**config.mk**
```make
export PLATFORM = sky130hd
export DESIGN_NAME = modbus_rtu_response_checker_top_flat
export DESIGN_NICKNAME = d
export VERILOG_FILES = /design/src/hw/rtl/mrc_pkg.sv /design/src/hw/rtl/mrc_if.sv /design/src/hw/rtl/modbus_rtu_response_checker_top.sv /design/src/hw/rtl/mrc_crc_serial.sv /design/src/hw/rtl/mrc_ram.sv /design/src/flat_wrapper.sv
export SDC_FILE = /design/constraint.sdc
export NUM_CORES = 1
export LEC_CHECK = 0
export BUFFER_PORTS_ARGS = -buffer_cell sky130_fd_sc_hd__buf_2
export CAP_MARGIN = 10
export CORE_MARGIN = 2
export CORE_UTILIZATION = 35
export CTS_CLUSTER_SIZE = 24
export DETAILED_ROUTE_END_ITERATION = 10
export PLACE_DENSITY = 0.5
export RECOVER_POWER = 100
export SLEW_MARGIN = 20
export SYNTH_ARGS = -nofsm -noshare
export SYNTH_HDL_FRONTEND = slang
export SYNTH_SLANG_ARGS = --single-unit
```
**constraint.sdc**
```tcl
create_clock -name clk -period 6.85 [get_ports clk]
set_clock_uncertainty 0.15 [all_clocks]
set_input_delay 0.3425 -clock clk [delete_from_list [all_inputs] [get_ports clk]]
set_output_delay 0.3425 -clock clk [all_outputs]
set_load 0.02 [all_outputs]
```
**src/hw/rtl/mrc_pkg.sv**
```systemverilog
`timescale 1ns / 1ps
// Shared types and constants for the Modbus RTU response checker.
// No dependencies.
package mrc_pkg;

    localparam int RX_BYTE_W   = 8;
    localparam int REG_WORD_W  = 16;
    localparam int REG_INDEX_W = 5;
    localparam int STATUS_W    = 3;
    localparam int PAYLOAD_W   = 6;
    localparam int CFG_INDEX_W = 3;
    localparam int CFG_DATA_W  = 8;
    localparam int CRC_W       = 16;
    localparam int BIT_STEPS   = 8;
    localparam int WORD_DEPTH  = 29;

    localparam logic [CRC_W-1:0] CRC_INIT = 16'hFFFF;
    localparam logic [CRC_W-1:0] CRC_POLY = 16'hA001;

    // configuration register indexes
    localparam logic [CFG_INDEX_W-1:0] CFG_SLAVE_ADDRESS     = 3'd0;
    localparam logic [CFG_INDEX_W-1:0] CFG_EXPECTED_FUNCTION = 3'd1;
    localparam logic [CFG_INDEX_W-1:0] CFG_PAYLOAD_BYTES     = 3'd2;
    localparam logic [CFG_INDEX_W-1:0] CFG_RETURN_REGISTERS  = 3'd3;
    localparam logic [CFG_INDEX_W-1:0] CFG_CRC_LOW_ONLY      = 3'd4;

    typedef enum logic [STATUS_W-1:0] {
        STAT_OK      = 3'd0,
        STAT_TIMEOUT = 3'd1,
        STAT_ADDR    = 3'd2,
        STAT_FUNC    = 3'd3,
        STAT_CRC     = 3'd4
    } frame_status_t;

    typedef enum logic [2:0] {
        ST_IDLE,
        ST_CRC,
        ST_READ,
        ST_WORD,
        ST_STATUS
    } mrc_state_t;

    typedef struct packed {
        logic start;
        logic clear;
    } crc_ctrl_t;

    typedef struct packed {
        logic             busy;
        logic [CRC_W-1:0] value;
    } crc_stat_t;

endpackage

```
**src/hw/rtl/mrc_if.sv**
```systemverilog
`timescale 1ns / 1ps
// Channel interfaces: received bytes, results, configuration writes.
// Depends on mrc_pkg.
interface mrc_rx_if;
    import mrc_pkg::*;
    logic                 valid;
    logic                 ready;
    logic [RX_BYTE_W-1:0] rx_byte;
    logic                 timed_out;
    modport source (output valid, rx_byte, timed_out, input ready);
    modport sink   (input valid, rx_byte, timed_out, output ready);
endinterface

interface mrc_res_if;
    import mrc_pkg::*;
    logic                   valid;
    logic                   ready;
    logic                   result_kind;
    logic [REG_WORD_W-1:0]  register_word;
    logic [REG_INDEX_W-1:0] register_index;
    logic [STATUS_W-1:0]    frame_status;
    logic                   last_result;
    modport source (output valid, result_kind, register_word, register_index,
                    frame_status, last_result, input ready);
    modport sink   (input valid, result_kind, register_word, register_index,
                    frame_status, last_result, output ready);
endinterface

interface mrc_cfg_if;
    import mrc_pkg::*;
    logic                   valid;
    logic                   ready;
    logic [CFG_INDEX_W-1:0] index;
    logic [CFG_DATA_W-1:0]  data;
    modport source (output valid, index, data, input ready);
    modport sink   (input valid, index, data, output ready);
endinterface

```
**src/hw/rtl/modbus_rtu_response_checker_top.sv**
```systemverilog
`timescale 1ns / 1ps
// Modbus RTU response checker, top level. Depends on mrc_pkg, mrc_if, mrc_crc_serial, mrc_ram.
// A byte before the CRC field goes through accept, 8 serial CRC steps and return to idle;
// a CRC byte is taken in idle. A frame-ending byte or timeout gives its status from the
// status state once the output register is free; in register mode each word passes a
// read and a word state (registered RAM read). Reset restores the configuration defaults
// and clears frame state; stored words stay undefined.
module modbus_rtu_response_checker_top #(
    parameter int FRAME_BUFFER_BYTES = 64
) (
    input  logic    clk,
    input  logic    rst_n,
    mrc_rx_if.sink  rx,
    mrc_res_if.source result,
    mrc_cfg_if.sink cfg
);
    import mrc_pkg::*;

    localparam int PLEN_LIMIT = FRAME_BUFFER_BYTES - 4;
    localparam int PLEN_FIELD_MAX = (1 << PAYLOAD_W) - 1;
    localparam logic [PAYLOAD_W-1:0] PLEN_CAP =
        (PLEN_LIMIT > PLEN_FIELD_MAX) ? PAYLOAD_W'(PLEN_FIELD_MAX) : PAYLOAD_W'(PLEN_LIMIT);
    localparam logic [REG_INDEX_W-1:0] WORD_CAP = REG_INDEX_W'(WORD_DEPTH);

    // configuration
    logic [7:0]           slave_address_reg;
    logic [7:0]           expected_function_reg;
    logic [PAYLOAD_W-1:0] payload_bytes_reg;
    logic                 return_registers_reg;
    logic                 crc_low_only_reg;

    // frame state
    mrc_state_t             state_reg, state_next;
    logic [PAYLOAD_W-1:0]   pos_reg;
    logic [RX_BYTE_W-1:0]   rcv_low_reg;
    logic                   addr_ok_reg;
    logic                   func_ok_reg;
    logic [RX_BYTE_W-1:0]   hold_reg;
    frame_status_t          status_reg;
    logic [REG_INDEX_W-1:0] nwords_reg;
    logic [REG_INDEX_W-1:0] word_idx_reg;

    // output register
    logic                   out_valid_reg;
    logic                   out_kind_reg;
    logic [REG_WORD_W-1:0]  out_word_reg;
    logic [REG_INDEX_W-1:0] out_index_reg;
    logic [STATUS_W-1:0]    out_status_reg;
    logic                   out_last_reg;

    crc_ctrl_t crc_ctrl;
    crc_stat_t crc_stat;

    logic                   rx_ready_w;
    logic                   rx_fire;
    logic                   out_free;
    logic                   load_word;
    logic                   load_status;
    logic [PAYLOAD_W-1:0]   plen;
    logic [PAYLOAD_W:0]     crc_pos;
    logic [PAYLOAD_W:0]     last_pos;
    logic                   in_frame;
    logic                   in_body;
    logic [PAYLOAD_W-1:0]   k;
    logic [REG_INDEX_W-1:0] store_idx;
    logic                   payload_byte;
    logic                   word_wr;
    logic                   hold_wr;
    logic [PAYLOAD_W-1:0]   plen_m1;
    logic [REG_INDEX_W-1:0] nwords_raw;
    logic [REG_INDEX_W-1:0] nwords_calc;
    frame_status_t          judge_status;
    logic [REG_WORD_W-1:0]  rd_data;

    assign rx_fire  = rx.valid && rx_ready_w;
    assign out_free = !out_valid_reg || result.ready;

    // byte classification against the current registers
    always_comb
    begin
        plen      = (payload_bytes_reg > PLEN_CAP) ? PLEN_CAP : payload_bytes_reg;
        crc_pos   = {1'b0, plen} + (PAYLOAD_W+1)'(2);
        last_pos  = crc_pos + {{PAYLOAD_W{1'b0}}, ~crc_low_only_reg};
        in_frame  = {1'b0, pos_reg} < last_pos;
        in_body   = {1'b0, pos_reg} < crc_pos;
        k         = pos_reg - PAYLOAD_W'(2);
        store_idx = k[PAYLOAD_W-1:1] - REG_INDEX_W'(1);
        payload_byte = rx_fire && !rx.timed_out && in_frame && in_body
                    && (pos_reg >= PAYLOAD_W'(2));
        hold_wr   = payload_byte && k[0];
        word_wr   = payload_byte && !k[0] && (k != '0) && (store_idx < WORD_CAP);

        plen_m1    = plen - PAYLOAD_W'(1);
        nwords_raw = (plen == '0) ? '0 : plen_m1[PAYLOAD_W-1:1];
        nwords_calc = (nwords_raw > WORD_CAP) ? WORD_CAP : nwords_raw;

        if (!addr_ok_reg)
            judge_status = STAT_ADDR;
        else if (!func_ok_reg)
            judge_status = STAT_FUNC;
        else if (crc_low_only_reg)
            judge_status = (rx.rx_byte == crc_stat.value[7:0]) ? STAT_OK : STAT_CRC;
        else
            judge_status = ({rx.rx_byte, rcv_low_reg} == crc_stat.value) ? STAT_OK : STAT_CRC;
    end

    // next state
    always_comb
    begin
        state_next = state_reg;
        unique case (state_reg)
            ST_IDLE:
            begin
                if (rx_fire)
                begin
                    if (rx.timed_out)
                        state_next = ST_STATUS;
                    else if (in_frame)
                        state_next = in_body ? ST_CRC : ST_IDLE;
                    else if (judge_status == STAT_OK && return_registers_reg
                             && nwords_calc != '0)
                        state_next = ST_READ;
                    else
                        state_next = ST_STATUS;
                end
            end
            ST_CRC:
                if (!crc_stat.busy)
                    state_next = ST_IDLE;
            ST_READ:
                state_next = ST_WORD;
            ST_WORD:
            begin
                if (out_free)
                    state_next = (word_idx_reg + REG_INDEX_W'(1) == nwords_reg) ?
                                 ST_STATUS : ST_READ;
            end
            ST_STATUS:
                if (out_free)
                    state_next = ST_IDLE;
            default:
                state_next = ST_IDLE;
        endcase
    end

    // FSM outputs
    always_comb
    begin
        rx_ready_w     = (state_reg == ST_IDLE);
        crc_ctrl.start = (state_reg == ST_IDLE) && rx_fire && !rx.timed_out
                      && in_frame && in_body;
        crc_ctrl.clear = (state_reg == ST_IDLE) && rx_fire && (rx.timed_out || !in_frame);
        load_word      = (state_reg == ST_WORD) && out_free;
        load_status    = (state_reg == ST_STATUS) && out_free;
    end

    always_ff @(posedge clk or negedge rst_n)
    begin
        if (!rst_n)
        begin
            state_reg    <= ST_IDLE;
            pos_reg      <= '0;
            rcv_low_reg  <= '0;
            addr_ok_reg  <= 1'b0;
            func_ok_reg  <= 1'b0;
            hold_reg     <= '0;
            status_reg   <= STAT_OK;
            nwords_reg   <= '0;
            word_idx_reg <= '0;
        end
        else
        begin
            state_reg <= state_next;
            if (rx_fire)
            begin
                if (rx.timed_out || !in_frame)
                begin
                    // frame ends: judged or aborted
                    pos_reg      <= '0;
                    rcv_low_reg  <= '0;
                    addr_ok_reg  <= 1'b0;
                    func_ok_reg  <= 1'b0;
                    hold_reg     <= '0;
                    status_reg   <= rx.timed_out ? STAT_TIMEOUT : judge_status;
                    nwords_reg   <= nwords_calc;
                    word_idx_reg <= '0;
                end
                else
                begin
                    pos_reg <= pos_reg + PAYLOAD_W'(1);
                    if (!in_body)
                        rcv_low_reg <= rx.rx_byte;
                    if (pos_reg == PAYLOAD_W'(0))
                        addr_ok_reg <= (rx.rx_byte == slave_address_reg);
                    if (pos_reg == PAYLOAD_W'(1) && in_body)
                        func_ok_reg <= (rx.rx_byte == expected_function_reg);
                    if (hold_wr)
                        hold_reg <= rx.rx_byte;
                end
            end
            else if (load_word)
                word_idx_reg <= word_idx_reg + REG_INDEX_W'(1);
        end
    end

    // configuration registers; writes beyond the list are dropped
    always_ff @(posedge clk or negedge rst_n)
    begin
        if (!rst_n)
        begin
            slave_address_reg     <= 8'd1;
            expected_function_reg <= 8'd3;
            payload_bytes_reg     <= PAYLOAD_W'(5);
            return_registers_reg  <= 1'b1;
            crc_low_only_reg      <= 1'b0;
        end
        else if (cfg.valid)
        begin
            unique case (cfg.index)
                CFG_SLAVE_ADDRESS:     slave_address_reg     <= cfg.data;
                CFG_EXPECTED_FUNCTION: expected_function_reg <= cfg.data;
                CFG_PAYLOAD_BYTES:     payload_bytes_reg     <= cfg.data[PAYLOAD_W-1:0];
                CFG_RETURN_REGISTERS:  return_registers_reg  <= cfg.data[0];
                CFG_CRC_LOW_ONLY:      crc_low_only_reg      <= cfg.data[0];
                default:               ;
            endcase
        end
    end

    assign cfg.ready = 1'b1;
    assign rx.ready  = rx_ready_w;

    // output register
    always_ff @(posedge clk or negedge rst_n)
    begin
        if (!rst_n)
            out_valid_reg <= 1'b0;
        else if (load_word || load_status)
            out_valid_reg <= 1'b1;
        else if (result.ready)
            out_valid_reg <= 1'b0;
    end

    always_ff @(posedge clk)
    begin
        if (load_word)
        begin
            out_kind_reg   <= 1'b0;
            out_word_reg   <= rd_data;
            out_index_reg  <= word_idx_reg;
            out_status_reg <= STAT_OK;
            out_last_reg   <= 1'b0;
        end
        else if (load_status)
        begin
            out_kind_reg   <= 1'b1;
            out_word_reg   <= '0;
            out_index_reg  <= '0;
            out_status_reg <= status_reg;
            out_last_reg   <= 1'b1;
        end
    end

    assign result.valid          = out_valid_reg;
    assign result.result_kind    = out_kind_reg;
    assign result.register_word  = out_word_reg;
    assign result.register_index = out_index_reg;
    assign result.frame_status   = out_status_reg;
    assign result.last_result    = out_last_reg;

    mrc_crc_serial u_crc (
        .clk   (clk),
        .rst_n (rst_n),
        .ctrl  (crc_ctrl),
        .data  (rx.rx_byte),
        .stat  (crc_stat)
    );

    mrc_ram #(
        .WIDTH (REG_WORD_W),
        .DEPTH (WORD_DEPTH)
    ) u_word_store (
        .clk   (clk),
        .we    (word_wr),
        .waddr (store_idx),
        .wdata ({hold_reg, rx.rx_byte}),
        .raddr (word_idx_reg),
        .rdata (rd_data)
    );

endmodule

```
**src/hw/rtl/mrc_crc_serial.sv**
```systemverilog
`timescale 1ns / 1ps
// Bit-serial CRC-16/Modbus accumulator, one data bit per cycle, LSB first.
// Depends on mrc_pkg.
module mrc_crc_serial (
    input  logic                          clk,
    input  logic                          rst_n,
    input  mrc_pkg::crc_ctrl_t            ctrl,
    input  logic [mrc_pkg::RX_BYTE_W-1:0] data,
    output mrc_pkg::crc_stat_t            stat
);
    import mrc_pkg::*;

    localparam logic [2:0] LAST_STEP = 3'(BIT_STEPS - 1);

    logic [CRC_W-1:0]     crc_reg;
    logic [CRC_W-1:0]     crc_next;
    logic [RX_BYTE_W-1:0] data_reg;
    logic [2:0]           cnt_reg;
    logic                 busy_reg;

    // feeding data bits one by one is equivalent to xoring the byte up front
    assign crc_next = {1'b0, crc_reg[CRC_W-1:1]}
                    ^ ((crc_reg[0] ^ data_reg[0]) ? CRC_POLY : '0);

    always_ff @(posedge clk or negedge rst_n)
    begin
        if (!rst_n)
        begin
            crc_reg  <= CRC_INIT;
            busy_reg <= 1'b0;
            cnt_reg  <= '0;
        end
        else if (ctrl.clear)
        begin
            crc_reg  <= CRC_INIT;
            busy_reg <= 1'b0;
        end
        else if (ctrl.start)
        begin
            busy_reg <= 1'b1;
            cnt_reg  <= '0;
        end
        else if (busy_reg)
        begin
            crc_reg <= crc_next;
            cnt_reg <= cnt_reg + 3'd1;
            if (cnt_reg == LAST_STEP)
                busy_reg <= 1'b0;
        end
    end

    always_ff @(posedge clk)
    begin
        if (ctrl.start)
            data_reg <= data;
        else if (busy_reg)
            data_reg <= {1'b0, data_reg[RX_BYTE_W-1:1]};
    end

    assign stat.busy  = busy_reg;
    assign stat.value = crc_reg;

endmodule

```
**src/hw/rtl/mrc_ram.sv**
```systemverilog
`timescale 1ns / 1ps
// Generic single-port-write, single-port-read RAM with registered read data.
// No dependencies.
module mrc_ram #(
    parameter int WIDTH = 16,
    parameter int DEPTH = 29
) (
    input  logic                     clk,
    input  logic                     we,
    input  logic [$clog2(DEPTH)-1:0] waddr,
    input  logic [WIDTH-1:0]         wdata,
    input  logic [$clog2(DEPTH)-1:0] raddr,
    output logic [WIDTH-1:0]         rdata
);
    logic [WIDTH-1:0] mem [DEPTH];

    always_ff @(posedge clk)
    begin
        if (we)
            mem[waddr] <= wdata;
        rdata <= mem[raddr];
    end

endmodule

```
**src/flat_wrapper.sv**
```systemverilog
// flat-port wrapper written by rule: the top's interface ports become plain ports
module modbus_rtu_response_checker_top_flat import mrc_pkg::*;
#(
    parameter int FRAME_BUFFER_BYTES = 64
)
  (clk, rst_n, rx_valid, rx_rx_byte, rx_timed_out, rx_ready, result_valid, result_result_kind, result_register_word, result_register_index, result_frame_status, result_last_result, result_ready, cfg_valid, cfg_index, cfg_data, cfg_ready);
  mrc_rx_if rx_i ();
  mrc_res_if result_i ();
  mrc_cfg_if cfg_i ();
  input  logic clk;
  input  logic rst_n;
  input wire logic [$bits(rx_i.valid)-1:0] rx_valid;
  input wire logic [$bits(rx_i.rx_byte)-1:0] rx_rx_byte;
  input wire logic [$bits(rx_i.timed_out)-1:0] rx_timed_out;
  output wire logic [$bits(rx_i.ready)-1:0] rx_ready;
  output wire logic [$bits(result_i.valid)-1:0] result_valid;
  output wire logic [$bits(result_i.result_kind)-1:0] result_result_kind;
  output wire logic [$bits(result_i.register_word)-1:0] result_register_word;
  output wire logic [$bits(result_i.register_index)-1:0] result_register_index;
  output wire logic [$bits(result_i.frame_status)-1:0] result_frame_status;
  output wire logic [$bits(result_i.last_result)-1:0] result_last_result;
  input wire logic [$bits(result_i.ready)-1:0] result_ready;
  input wire logic [$bits(cfg_i.valid)-1:0] cfg_valid;
  input wire logic [$bits(cfg_i.index)-1:0] cfg_index;
  input wire logic [$bits(cfg_i.data)-1:0] cfg_data;
  output wire logic [$bits(cfg_i.ready)-1:0] cfg_ready;
  assign rx_i.valid = rx_valid;
  assign rx_i.rx_byte = rx_rx_byte;
  assign rx_i.timed_out = rx_timed_out;
  assign rx_ready = rx_i.ready;
  assign result_valid = result_i.valid;
  assign result_result_kind = result_i.result_kind;
  assign result_register_word = result_i.register_word;
  assign result_register_index = result_i.register_index;
  assign result_frame_status = result_i.frame_status;
  assign result_last_result = result_i.last_result;
  assign result_i.ready = result_ready;
  assign cfg_i.valid = cfg_valid;
  assign cfg_i.index = cfg_index;
  assign cfg_i.data = cfg_data;
  assign cfg_ready = cfg_i.ready;
  modbus_rtu_response_checker_top #(.FRAME_BUFFER_BYTES(FRAME_BUFFER_BYTES)) u_core (.clk(clk), .rst_n(rst_n), .rx(rx_i), .result(result_i), .cfg(cfg_i));
endmodule
```
Word-level counts from Yosys, hierarchy flattened:

Memory sizes are Yosys's and may differ from the RTL's. A register that Yosys moved wholly into a read port is not among the register bits.
Cells that the tools add are included.
W data, S select, Z words.

* logic and storage cells: 170
* memories: 1
* flip-flop bits (word level): 118
* output and inout bits: 29
* input bits: 25
* bits in writable memories: 464

* order comparisons: 6
* reduce and logical (&&, ||, !) cells: 55
* bitwise logic cells: 4
* add/subtract/negate cells: 8
* eq/ne operators: 22
* muxes and demuxes: 51

Memory list
* u_core.u_word_store.mem: words 29, width 16, read ports 1, clocked after Yosys merged registers in 1, write ports 1, RTL line mrc_ram.sv:15 `logic [WIDTH-1:0] mem [DEPTH];`

Operator list (number)
* $mux W16: 6
* $mux W3: 16
* $mux W8: 6
* $mux W5: 7
* $reduce_and A2 Y1: 13
* $eq A8 B8 Y1: 3
* $logic_and A1 B1 Y1: 19
* $eq A16 B16 Y1: 1
* $reduce_bool A2 Y1: 8
* $xor A15 B16 Y16: 1
* $pmux W3 S5: 1
* $lt A6 B7 Y1: 2
* $mux W1: 13
* $eq A3 B2 Y1 const B: 4
* $logic_not A6 Y1: 2
* $mux W6: 2
* $ne A2 B2 Y1 const B: 5
* $eq A3 B3 Y1 const B: 3
* $logic_not A3 Y1: 3
* $add A6 B2 Y7 const B: 1
* $add A7 B1 Y7: 1
* $add A6 B1 Y6 const B: 1
* $eq A3 B1 Y1 const B: 2
* $eq A6 B1 Y1 const B: 1
* other kinds (18): 25

Depth between registers and ports, before layout:

* word-level depth: 13
* depth in mapped cells: 16
* gate-level depth less buffers: 14

By module:

From an unflattened synthesis, not the netlist that was laid out.

* cells, all modules: 1469
* area, all modules: 24654.9 sq um

By module, submodules not included
* mrc_ram: sequential area each 14253.7 sq um, cells each 869, area each 18265.0 sq um, instances 1
* modbus_rtu_response_checker_top: sequential area each 2344.7 sq um, cells each 489, area each 5127.4 sq um, instances 1
* mrc_crc_serial: sequential area each 760.7 sq um, cells each 111, area each 1262.5 sq um, instances 1

Worst setup path after synthesis:

No wires, ideal clock.

* kind: register to register
* start: reg u_core.payload_bytes_reg[2]
* end: mem u_core.u_word_store.mem[28][0], enable pin
* path buffers: 1
* library setup time: 0.409 ns
* data arrival time: 4.405 ns
* clock period less this slack: 4.965 ns
* slack: 1.885 ns
* data required time: 6.291 ns
* stages on the path, launching flop included: 16
* cell sequence: dfstp_2 > nand4_2 > nand2_1 > inv_1 > ha_1 > xnor2_2 > a211o_1 > xnor2_1 > ha_1 > a21o_1 > a21oi_1 > o21ai_0 > a2111oi_4 > buf_4 > nand2_1 > nor3_1

* word-level cells in the longest chain between the ends: 13
* elaborated cells on any way between the ends: 14
* those cells by class: add/sub: 2; order compare: 3; mux: 3; reduce/logical: 6

RTL lines
* from (decl): RTL line modbus_rtu_response_checker_top.sv:28 `logic [PAYLOAD_W-1:0] payload_bytes_reg;`
* from (signal assigned): RTL line modbus_rtu_response_checker_top.sv:222 `CFG_PAYLOAD_BYTES: payload_bytes_reg <= cfg.data[PAYLOAD_W-1:0];`
* $gt A6 B6 Y1: RTL line modbus_rtu_response_checker_top.sv:81 `plen = (payload_bytes_reg > PLEN_CAP) ? PLEN_CAP : payload_bytes_reg;`
* $mux W6 *: RTL line modbus_rtu_response_checker_top.sv:81
* $add A6 B2 Y7 *: RTL line modbus_rtu_response_checker_top.sv:82 `crc_pos = {1'b0, plen} + (PAYLOAD_W+1)'(2);`
* $add A7 B1 Y7: RTL line modbus_rtu_response_checker_top.sv:83 `last_pos = crc_pos + {{PAYLOAD_W{1'b0}}, ~crc_low_only_reg};`
* $lt A6 B7 Y1: RTL line modbus_rtu_response_checker_top.sv:84 `in_frame = {1'b0, pos_reg} < last_pos;`
* $logic_and A1 B1 Y1: RTL line modbus_rtu_response_checker_top.sv:88 `payload_byte = rx_fire && !rx.timed_out && in_frame && in_body`
* $logic_and A1 B1 Y1 *: RTL line modbus_rtu_response_checker_top.sv:88
* $logic_and A1 B1 Y1 *: RTL line modbus_rtu_response_checker_top.sv:89 `&& (pos_reg >= PAYLOAD_W'(2));`
* $logic_and A1 B1 Y1 * (3 in a row): RTL line modbus_rtu_response_checker_top.sv:91 `word_wr = payload_byte && !k[0] && (k != '0) && (store_idx < WORD_CAP);`
* $mux W1 *: RTL line mrc_ram.sv:19 `if (we)`
* $mux W1 (not written as such) *: RTL line mrc_ram.sv:20 `mem[waddr] <= wdata;`
* to (decl): RTL line mrc_ram.sv:15

Every way passes the cells marked *; elsewhere a longest branch is shown, timed or not.

Final worst setup path:

* start: reg u_core.payload_bytes_reg[3]
* end: mem u_core.u_word_store.mem[4][5], enable pin

Same word-level chain as after synthesis.

==> results.md <==
* Starting Density at 35.2%
* CP cell instances: nand4_1 -> nand2_1 -> inv_1 -> ha_1 -> xnor2_1 -> a211o_1 -> xnor2_1 -> ha_1 -> a21o_1 -> a21oi_1 -> o21ai_0 -> a2111oi_4 -> nand2_1 -> nor2b_2 -> clkbuf_1
* Routed vias at 12400
* Register area share after synthesis at 70.8%
* Grt total ovfl at 0
* RSZ-0062 raised after global routing: no
* Xor/xnor cell area share of the yosys netlist at 2.32%
* Largest net degree at the start of global routing at 100
* Hold endpoint: u_core.crc_low_only_reg
* Std cell rows at 97
* Top reg by flops: u_core.u_word_store.mem
* Worst Reg-to-Reg Cells at 15
* Reg2reg end: u_core.u_word_store.mem[4][5]
* Vias per Instance at 5.16
* Startpoint types: flip-flop
* FF+latch count, synth at 598
* Synth Cell Area at 24500 um^2
* Max clock buf depth at 3
* CTS hold repair buffers at 13
* PD cells at 319 nW/um^2
* Cts repair resizes at 0
* Final min period at 6140 ps
* Slowest stage delay, CP at 940 ps
* Slack of the critical path at 705 ps
* Largest family of logic cells by synthesized area: multiplexers
* Clk Latency, worst-skew pair at 590 ps
* # IOs at 54
* Peak VDD IR at 230 uV
* Status: finished, violations left
* Hold WC Path Type: input port to flip-flop
* Die width at 269 um
* Worst Setup End Kind: flip-flop
* Synth-to-Final Area Change at 14.3%
* CTS buffer count at 66
* Hold Fails Final Rpt at 0
* Core Util, Final at 40.2%
* Bufs and invs on worst path at 2
* Rel. slew slack at -113%
* Synth Warn # at 0
* Reg2Reg Setup Slack at 710 ps
* DP Worst Slack at 1020 ps
* Root Driver: clkbuf_16
* Violated checks: max-capacitance violations, max-slew violations
* Avg WL per Cell at 25.4 um
* Final period util at 89.7%
* CTS H-tree lvls at 3
* Distinct cell type count after synthesis at 67
* Family with the most delay on the worst path: compound AO/OA/AOI/OAI gates
* Vias in the first global route at 12600
* Worst R2R Start: u_core.payload_bytes_reg[3]
* Gr usage total at 17.3%
* Die Height at 269 um
* Port Buffers at 52
* Main flop type after synthesis: edfxtp_1
* Core ar. at 69700 um^2
* Min-delay src: cfg_index[1]
* Gpl congestion at 0.782
* Share of cells above drive strength 1 at 23.2%
* Min-Delay Path Depth at 3
* Cells after Synth at 1321
* Adder-cell share of the synthesized area at 1.28%
* Setup-failing EPs final at 0
* Worst-path clk slew at 60 ps
* Max FFs per register at 464
* Post-route DRC at 0
* Master of the slowest instance on the critical path: a2111oi_4
* CTS tree: yes
* Final setup TNS at 0 ps
* Initial DRC count at 1220
* Crit path DAT at 6210 ps
* Final ANT Viol Nets at 0
* Fillers at 6350
* Synth Area in Compound Gates at 2.97%
* Area share of and/or/nand/nor cells after synthesis at 4.94%
* Mux cell area share after synthesis at 16.0%
* Drt first pass iters at 6
* Pleak at 0.00917 uW
* Sink Count at 598
* Die ar. at 72200 um^2
* Crit-path max FO at 16
* Worst EP required at 6910 ps
* Syn Nets at 1371
* Post-synth EDFFs at 493
* Worst Tran Pin Value at 3200 ps
* First-pass GRT wire length at 89.0 mm
* Multi-input gate area at 6760 um^2
* MaxCap Viol Count at 15
* WL final at 61.1 mm
* Peak Freq at 163 MHz
* Final net count at 1455
* Sequential Area at 17400 um^2
* Kind of critical path: flip-flop to flip-flop
* Initial antenna violation count at 7
* Pins Over Slew Limit at 453
* Final HPWL DP at 38.1 mm
* Async SR Flop Fraction at 14.2%
* Post CTS Setup Buffer Count at 0
* Avg Synthesized Cell Area at 18.6 um^2
-- tightest hold or removal path: cells and delay by family --
kind,cells,cell delay [ps]
muxes,1,210
and+or+nand+nor,1,70
buffers and inverters,1,120
-- placed cells by master (no fill, tap or decap), types with 22 or more instances in the layout --
| cell | n |
|---|---|
| mux4_2 | 144 |
| nor2_1 | 25 |
| ha_1 | 25 |
| and3_1 | 26 |
| clkbuf_1 | 72 |
| nand3_1 | 25 |
| dfrtp_1 | 60 |
| xnor2_1 | 55 |
| mux2_2 | 42 |
| clkbuf_16 | 68 |
| nand2_1 | 57 |
| edfxtp_1 | 493 |
| dfstp_2 | 22 |
| o21ai_0 | 29 |
-- cell families after synthesis --
logic type | count (synthesis)
buffers and inverters | 98
adder cells (fa/ha/maj) | 25
flip-flops | 598
XOR/XNOR | 64
other | 1
multiplexers | 207
AO/OA/AOI/OAI | 103
AND/OR/NAND/NOR | 225
-- cell type report --
class | instances | share of cell area [%]
well taps | 940 | 4.20
multi-input cells | 625 | 24.1
inverters | 20 | 0.268
clock inverters | 40 | 1.46
flip-flops and latches | 598 | 62.0
repair buffers | 94 | 1.71
clock buffers | 80 | 6.23
diodes | 3 | 0.0268
-- cells in the mapped netlist (5+ instances only) --
| cell | instances | area share [%] |
|---|---|---|
| o21ai_0 | 29 | 0.59 |
| and2_1 | 28 | 0.71 |
| buf_2 | 10 | 0.20 |
| dfstp_2 | 22 | 2.4 |
| xor2_1 | 9 | 0.32 |
| nand2_1 | 57 | 0.87 |
| dfrtp_1 | 63 | 6.4 |
| mux4_2 | 144 | 13 |
| a31oi_1 | 5 | 0.13 |
| clkbuf_1 | 54 | 0.83 |
| a21o_1 | 5 | 0.15 |
| buf_1 | 7 | 0.11 |
| nor3b_1 | 5 | 0.15 |
| a21oi_1 | 17 | 0.35 |
| inv_1 | 20 | 0.31 |
| nand4_1 | 9 | 0.23 |
| dfxtp_1 | 20 | 1.6 |
| a22o_1 | 17 | 0.61 |
| and3_1 | 26 | 0.66 |
| nor2b_1 | 6 | 0.15 |
| nand3_1 | 25 | 0.51 |
| xnor2_1 | 54 | 1.9 |
| nor2_1 | 26 | 0.40 |
| mux2i_1 | 18 | 0.73 |
| nor3_1 | 10 | 0.20 |
| ha_1 | 25 | 1.3 |
| nand2b_1 | 8 | 0.20 |
| or3_1 | 6 | 0.15 |
| mux2_2 | 45 | 2.1 |
| edfxtp_1 | 493 | 60 |
-- worst max-delay path by stage --
stage,start,to,slack (ps),depth (start not counted)
floorplan,u_core.payload_bytes_reg[2],u_core.u_word_store.mem[28][0],1890,15
finish,u_core.payload_bytes_reg[3],u_core.u_word_store.mem[4][5],710,15
detailed placement,u_core.payload_bytes_reg[3],u_core.u_word_store.mem[0][0],1020,14
CTS,u_core.payload_bytes_reg[3],u_core.u_word_store.mem[0][10],970,14
global route,u_core.payload_bytes_reg[5],u_core.u_word_store.mem[4][5],320,15
global placement,u_core.payload_bytes_reg[3],u_core.u_word_store.mem[0][6],1130,14
-- per-stage QoR --
| step | total power, uW | cell area [um^2] | cells | hold slack (ps) |
|---|---|---|---|---|
| 6_report | 8930 | 28000 | 2400 | 33.3 |
| 3_3_place_gp | 5460 | 25900 | 2263 | 236 |
| 4_1_cts | 9040 | 28200 | 2396 | 7.01 |
| 3_5_place_dp | 5490 | 25900 | 2263 | 242 |
| 5_1_grt | 9290 | 28000 | 2397 | 37.1 |
| 2_1_floorplan | 5100 | 24500 | 1321 | -103 |
-- where the power goes --
| group | switching [uW] | internal, uW | total, uW | leakage (uW) |
|---|---|---|---|---|
| clock | 1440 | 2100 | 3540 | 0.00106 |
| sequential | 244 | 4250 | 4490 | 0.00572 |
| combinational | 568 | 338 | 905 | 0.00240 |
| total | 2250 | 6680 | 8930 | 0.00917 |
-- metal layers --
layer	part of all wire, %	routed length (um)	global-route usage, %	up-vias
met5	0	0	0	-
met4	2.0	1200	4.01	0
met1	46	28000	25.1	6529
li1	-	-	-	5439
met3	5.9	3600	3.53	65
met2	46	28200	26.9	359
Note: power is estimated with default switching activity, not from simulation.
